### config.mk
export PLATFORM = sky130hd
export DESIGN_NAME = gbn_cell
export DESIGN_NICKNAME = d
export VERILOG_FILES = /design/src/rtl/gbn_pkg.sv /design/src/rtl/gbn_cell.sv
export SDC_FILE = /design/constraint.sdc
export NUM_CORES = 1
export LEC_CHECK = 0
export BUFFER_PORTS_ARGS = -buffer_cell sky130_fd_sc_hd__buf_2
export CAP_MARGIN = 10
export CORE_MARGIN = 10
export CORE_UTILIZATION = 46
export DETAILED_ROUTE_END_ITERATION = 10
export PLACE_DENSITY = 0.84
export SYNTH_ARGS = -nofsm -noshare
export SYNTH_HDL_FRONTEND = slang
export SYNTH_SLANG_ARGS = --single-unit
export TNS_END_PERCENT = 50
### constraint.sdc
create_clock -name clock -period 4.9 [get_ports clock]
set_input_delay 0.49 -clock clock [delete_from_list [all_inputs] [get_ports clock]]
set_output_delay 0.49 -clock clock [all_outputs]
set_load 0.02 [all_outputs]
### src/rtl/gbn_pkg.sv
// gbn_pkg: types, constants and weight table for the 9x9 border-normalized blur
// used by gbn_cell and gaussian_blur_9x9_border_norm
package gbn_pkg;

   localparam int unsigned WIN        = 9;
   localparam int unsigned STORE_ROWS = 8;
   localparam int unsigned SUM_W      = 19;
   localparam int unsigned WSUM_W     = 11;
   localparam int unsigned CFG_W      = 11;

   localparam logic [1:0] CSR_FRAME_WIDTH  = 2'd0;
   localparam logic [1:0] CSR_FRAME_HEIGHT = 2'd1;

   localparam logic [10:0] WIDTH_RESET  = 11'd640;
   localparam logic [10:0] HEIGHT_RESET = 11'd480;
   localparam logic [10:0] HEIGHT_CAP   = 11'd1024;

   // flat [dx][dy] table, last two dx rows zero
   localparam logic [6:0] WEIGHTS [81] = '{
      7'd1,  7'd4,  7'd7,  7'd10, 7'd7,  7'd4,  7'd1,
      7'd4,  7'd16, 7'd26, 7'd34, 7'd26, 7'd16, 7'd4,
      7'd7,  7'd26, 7'd41, 7'd52, 7'd41, 7'd26, 7'd7,
      7'd10, 7'd34, 7'd51, 7'd64, 7'd52, 7'd34, 7'd10,
      7'd16, 7'd40, 7'd59, 7'd70, 7'd59, 7'd40, 7'd13,
      7'd10, 7'd34, 7'd51, 7'd64, 7'd52, 7'd34, 7'd10,
      7'd7,  7'd26, 7'd41, 7'd52, 7'd41, 7'd26, 7'd7,
      7'd4,  7'd16, 7'd26, 7'd34, 7'd26, 7'd16, 7'd4,
      7'd1,  7'd4,  7'd7,  7'd10, 7'd7,  7'd4,  7'd1,
      7'd0,  7'd0,  7'd0,  7'd0,  7'd0,  7'd0,  7'd0,  7'd0,  7'd0,
      7'd0,  7'd0,  7'd0,  7'd0,  7'd0,  7'd0,  7'd0,  7'd0,  7'd0
   };

   typedef struct packed {
      logic [7:0] pixel_in;
      logic       flush;
   } req_type;

   typedef struct packed {
      logic [7:0] pixel_out;
      logic       frame_last;
   } rsp_type;

   typedef logic [WIN-1:0][7:0] col_type;

   typedef struct packed {
      logic [SUM_W-1:0]  sum;
      logic [WSUM_W-1:0] wsum;
   } part_type;

   typedef struct packed {
      logic       shift;
      logic       clear;
      logic       mac;
      logic       pass;
      logic [3:0] dy;
      logic       row_ok;
   } cell_ctl_type;

   typedef enum logic [2:0] {
      ST_IDLE,
      ST_READ,
      ST_SHIFT,
      ST_MAC,
      ST_COMB,
      ST_DIV,
      ST_OUT
   } state_type;

   function automatic logic [6:0] weight_at(input int unsigned dx, input logic [3:0] dy);
      logic [6:0] w;
      w = '0;
      for (int k = 0; k < 9; k++) begin
         if (dy == 4'(k)) w = WEIGHTS[dx*9 + k];
      end
      return w;
   endfunction

endpackage

### src/rtl/gbn_cell.sv
// gbn_cell: one window column; holds 9 pixels, accumulates its weighted part
// depends on gbn_pkg
module gbn_cell #(
   parameter int unsigned DX = 0
) (
   input  logic                  clock,
   input  gbn_pkg::cell_ctl_type ctl,
   input  logic                  col_ok,
   input  gbn_pkg::col_type      col_in,
   output gbn_pkg::col_type      col_out,
   input  gbn_pkg::part_type     part_in,
   output gbn_pkg::part_type     part_out
);

   gbn_pkg::col_type  col_ff;
   gbn_pkg::part_type acc_ff;
   logic [6:0]        wt;
   logic [7:0]        pix;
   logic [14:0]       prod;

   always_comb begin
      wt   = gbn_pkg::weight_at(DX, ctl.dy);
      pix  = (ctl.dy < 4'(gbn_pkg::WIN)) ? col_ff[ctl.dy] : 8'd0;
      prod = 15'(wt) * 15'(pix);
   end

   always_ff @(posedge clock) begin
      if (ctl.shift) col_ff <= col_in;
      if (ctl.clear) begin
         acc_ff <= '0;
      end else if (ctl.mac) begin
         if (ctl.row_ok && col_ok) begin
            acc_ff.sum  <= acc_ff.sum + gbn_pkg::SUM_W'(prod);
            acc_ff.wsum <= acc_ff.wsum + gbn_pkg::WSUM_W'(wt);
         end
      end else if (ctl.pass) begin
         acc_ff <= part_in;
      end
   end

   assign col_out  = col_ff;
   assign part_out = acc_ff;

endmodule

==> results <==
- The count of final max-slew check failures is 0.
- In this run the standard cell core region covers about 0.013 sq mm.
- The worst register-to-register path ends at part_out[29]$_SDFFE_PP0P_.
- The layout overhead on the synthesized area is 34.2%.
- In this run the remaining antenna-violating nets after routing total 0.
- Counting cells, the worst reg-to-reg path comes to 19.
- Across every metal layer, demand over resource in global routing totals 0.199.
- Setup violations remaining at the end of the flow were counted as 0.
- The number of standard cells in the layout, taps in and fillers out is 1016.
- The reg-to-reg critical path startpoint is col_out[27]$_DFFE_PP_.
- For the pin with the worst max-slew slack, the measured transition is 0.695 ns.
- Counting flops and latches in the post-synthesis netlist gives 102.
- The count of vias placed by the detailed router is ~5400.
- In the routed design, unresolved DRC markers number 0.
- The number of antenna violations at the first check in global routing is 0.
- The floorplan step defined a die boundary enclosing 0.0188 sq mm.
- In this run the count of I/O pins placed on the die edge is 215.
- The worst-case clock skew is 0.00805 ns.
- The cell type with the highest aggregate area in the netlist is edfxtp_1.
- The launch instance of the worst min-delay path is col_in[6].
- The worst setup path is of the reg2reg kind.
- The largest net degree at the start of global routing is 40.
- Dividing total power by cell area gives a power density of 280 mW/mm^2.
- The quantity of I/O buffers inserted on ports is 214.
- The net count of the mapped netlist is about 750.
- The clock tree from TritonCTS is built.
- The final-stage net count is slightly above 1000.
- The fraction of the core area covered by cells at the end of the flow is 0.635.
- The number of clock sinks is 102.
- The cell leakage power is 3.96 nW.
- After clock tree synthesis, the clock-pin slew on the worst setup and hold paths is 0.08 ns.
- The data arrival time of the worst path is 5.10 ns.
- The library cell with the highest instance count after synthesis is edfxtp_1.
- The run finished with clean final reports.
- The worst-case IR drop observed on VDD is 0.000254 V.
- Before antenna repair, the detailed router went through 5 iterations.
- The element type at the critical path end is a flop.
- The clock root buffer master is clkbuf_16.
- The class of the worst hold path is in2reg.
- The initial utilization of the core area, before any placement, comes to 0.473.
- Setup repair after global routing could not meet its margin everywhere.
- The final RePlAce weighted congestion is 0.888.
- In the post-route analysis, the smallest setup slack over all paths is between 0.01 and 0.015 ns.
- The setup check on the worst reg-to-reg path leaves a slack of around 0.012 ns.
- The final routed wirelength across all metal layers is approximately 19 mm.
- In the routed layout, each cell is associated on average with a via count of 5.29.
- The clock passes through at most 2 buffers.
- The netlist uses 62 different library cells.
- The worst slack at placement is -0.607 ns.
- During synthesis, Yosys emitted a total of 0 warnings.
- The post-synthesis instance area is ~0.0063 sq mm.
- Of the available clock period, the critical path in the final layout requires 0.997.
- The cts-stage hold buffer count is 0.
- The die is 137 microns tall.
- Of the cells placed in the final design, the portion with a size suffix greater than 1 is 0.430.
- The H-tree depth is 3.
- Synthesis produced around 570 cells.
- The fraction of registers with async set/reset is 0.
- The number of CTS-inserted buffers is 9.
- STA classifies the critical path startpoint as a flop.
- Across the run, the number of max-cap violations was 0.
- The wire length of the first global-routing pass is 29.3 mm.
- The number of antenna diodes in the final layout is 0.
- The initial DRC count is around 450.
- Dividing the detail-routed wire length by the instance count gives 18.6 microns.
- Each instance of the synthesized netlist takes up on average 11.1 sq um.
- The number of instances on the worst hold path is 1.
- The cell count after placement is 989.
- Once detailed placement completed, the half-perimeter wirelength came to 15.5 mm.
- For the worst-skew pair, the clock arrives at the later sink with an insertion delay of 0.36 ns.
- The area share of the largest cell type after synthesis is 0.343.
- The number of synthesized flops with an enable pin is between 70 and 80.
- By area the synthesized netlist is led by edfxtp_1 (34%), dfxtp_1 (9.5%), fa_1 (9.5%).
- STA puts the critical path data required time at between 5 and 6 ns.
- The upper clock frequency limit is roughly 0.20 GHz.
- The share of synthesized area occupied by flip-flops and latches is 0.438.
- The number of global-route vias before repair is approximately 5700.
- The number of hold violations in the final report is 0.
- The commonest cells after synthesis are edfxtp_1 (72), nor2_1 (67), inv_1 (66), ha_1 (38), nand2_1 (34).
- In this run the worst path has a maximum fanout of 6.
- The worst hold path terminates at col_out[6]$_DFFE_PP_.
- In this run the horizontal extent of the chip is 137 microns.
- The total congestion overflow is 0.
- For this run, the leading register cell type out of synthesis is edfxtp_1.
- The smallest clock period supported by the final layout is computed as 4.89 ns.
- The worst pin sits at a relative slew slack of 0.537.
- The floorplan has 42 rows.
==> worst max-delay path by stage <==
stage | from | to | cells after the start
6_report | col_out[27]$_DFFE_PP_ | part_out[29]$_SDFFE_PP0P_ | 19
5_1_grt | col_out[20]$_DFFE_PP_ | part_out[25]$_SDFFE_PP0P_ | 20
3_3_place_gp | ctl[1] | part_out[29]$_SDFFE_PP0P_ | 18
4_1_cts | col_out[27]$_DFFE_PP_ | part_out[29]$_SDFFE_PP0P_ | 18
2_1_floorplan | ctl[1] | part_out[29]$_SDFFE_PP0P_ | 20
3_5_place_dp | ctl[1] | part_out[29]$_SDFFE_PP0P_ | 18
==> critical path, stage by stage, from the launching register on <==
cell and delay (ns):
edfxtp_1 0.42, mux4_2 0.50, a22oi_2 0.14, nor2_1 0.06, a21oi_2 0.16, buf_4 0.15, nor2_2 0.04, fa_2 0.33
fa_1 0.53, inv_2 0.04, fa_1 0.46, fa_1 0.51, inv_2 0.05, ha_4 0.27, o21a_1 0.16, o31ai_4 0.09
a211o_2 0.34, a31oi_4 0.23, and3_4 0.22, nor4_2 0.04
==> repair_timing <==
item                                    4_1_cts  5_1_grt
setup buffers                                 4        7
pin swaps                                    18       17
endpoints found under the setup margin       11       12
cloned                                        0        0
gates resized for setup                       7       14
==> sequential cells by signal, summed over array words and instances, names as in the netlist <==
register	count
col_out	72
part_out	30
==> layout by cell type (no fill, tap or decap), types with 12 or more instances in the layout <==
master and count:
nor2_1 63, dfxtp_1 30, buf_4 62, fa_1 26
a21oi_1 23, buf_2 212, mux4_2 12, edfxtp_1 72
nand2_1 34, ha_1 34, inv_1 64
==> cell families (layout without fill, tap and decap cells) <==
kind of cell,after synthesis,count (layout),synth area share
xor gates and xnor gates,8,8,0.0111
adders and majority gates,68,68,0.170
AOI/OAI and AO/OA,112,112,0.125
and+or+nand+nor,162,162,0.123
DFF,102,102,0.438
buffers and inverters,89,361,0.0587
muxes,27,27,0.0733
==> power by group <==
group	switching [mW]	leakage, nW	internal (mW)	total, mW
clock	0.360	0.150	0.365	0.725
combinational	0.336	2.86	0.263	0.598
sequential	0.0514	0.951	0.995	1.05
total	0.747	3.96	1.62	2.37
==> through the flow <==
stage | power, mW | hold slack, ns | setup TNS [ns] | cell area (sq um)
2_1_floorplan | 1.40 | 0.545 | -0.317 | 6430
3_3_place_gp | 1.63 | 0.464 | -4.58 | 8000
3_5_place_dp | 1.65 | 0.469 | -5.84 | 8000
4_1_cts | 2.38 | 0.289 | -0.0295 | 8360
5_1_grt | 2.48 | 0.293 | -1.56 | 8470
6_report | 2.37 | 0.303 | 0 | 8470
==> cell type report <==
class | count | area [sq um]
clock buffer | 9 | 225
fill | 1039 | 4880
clock inverter | 7 | 81.3
inverter | 66 | 248
tap | 176 | 220
multi-input combinational | 377 | 3350
timing repair buffer | 279 | 1590
sequential | 102 | 2760
==> layer usage <==
| layer | GRT usage | vias up | share of wire |
|---|---|---|---|
| li1 | - | 2561 | - |
| met1 | 0.216 | 2570 | 0.37 |
| met2 | 0.344 | 215 | 0.51 |
| met3 | 0.0821 | 25 | 0.11 |
| met4 | 0.0697 | 0 | 0.017 |
| met5 | 0 | - | 0 |
(Power assumes the default switching activity.)
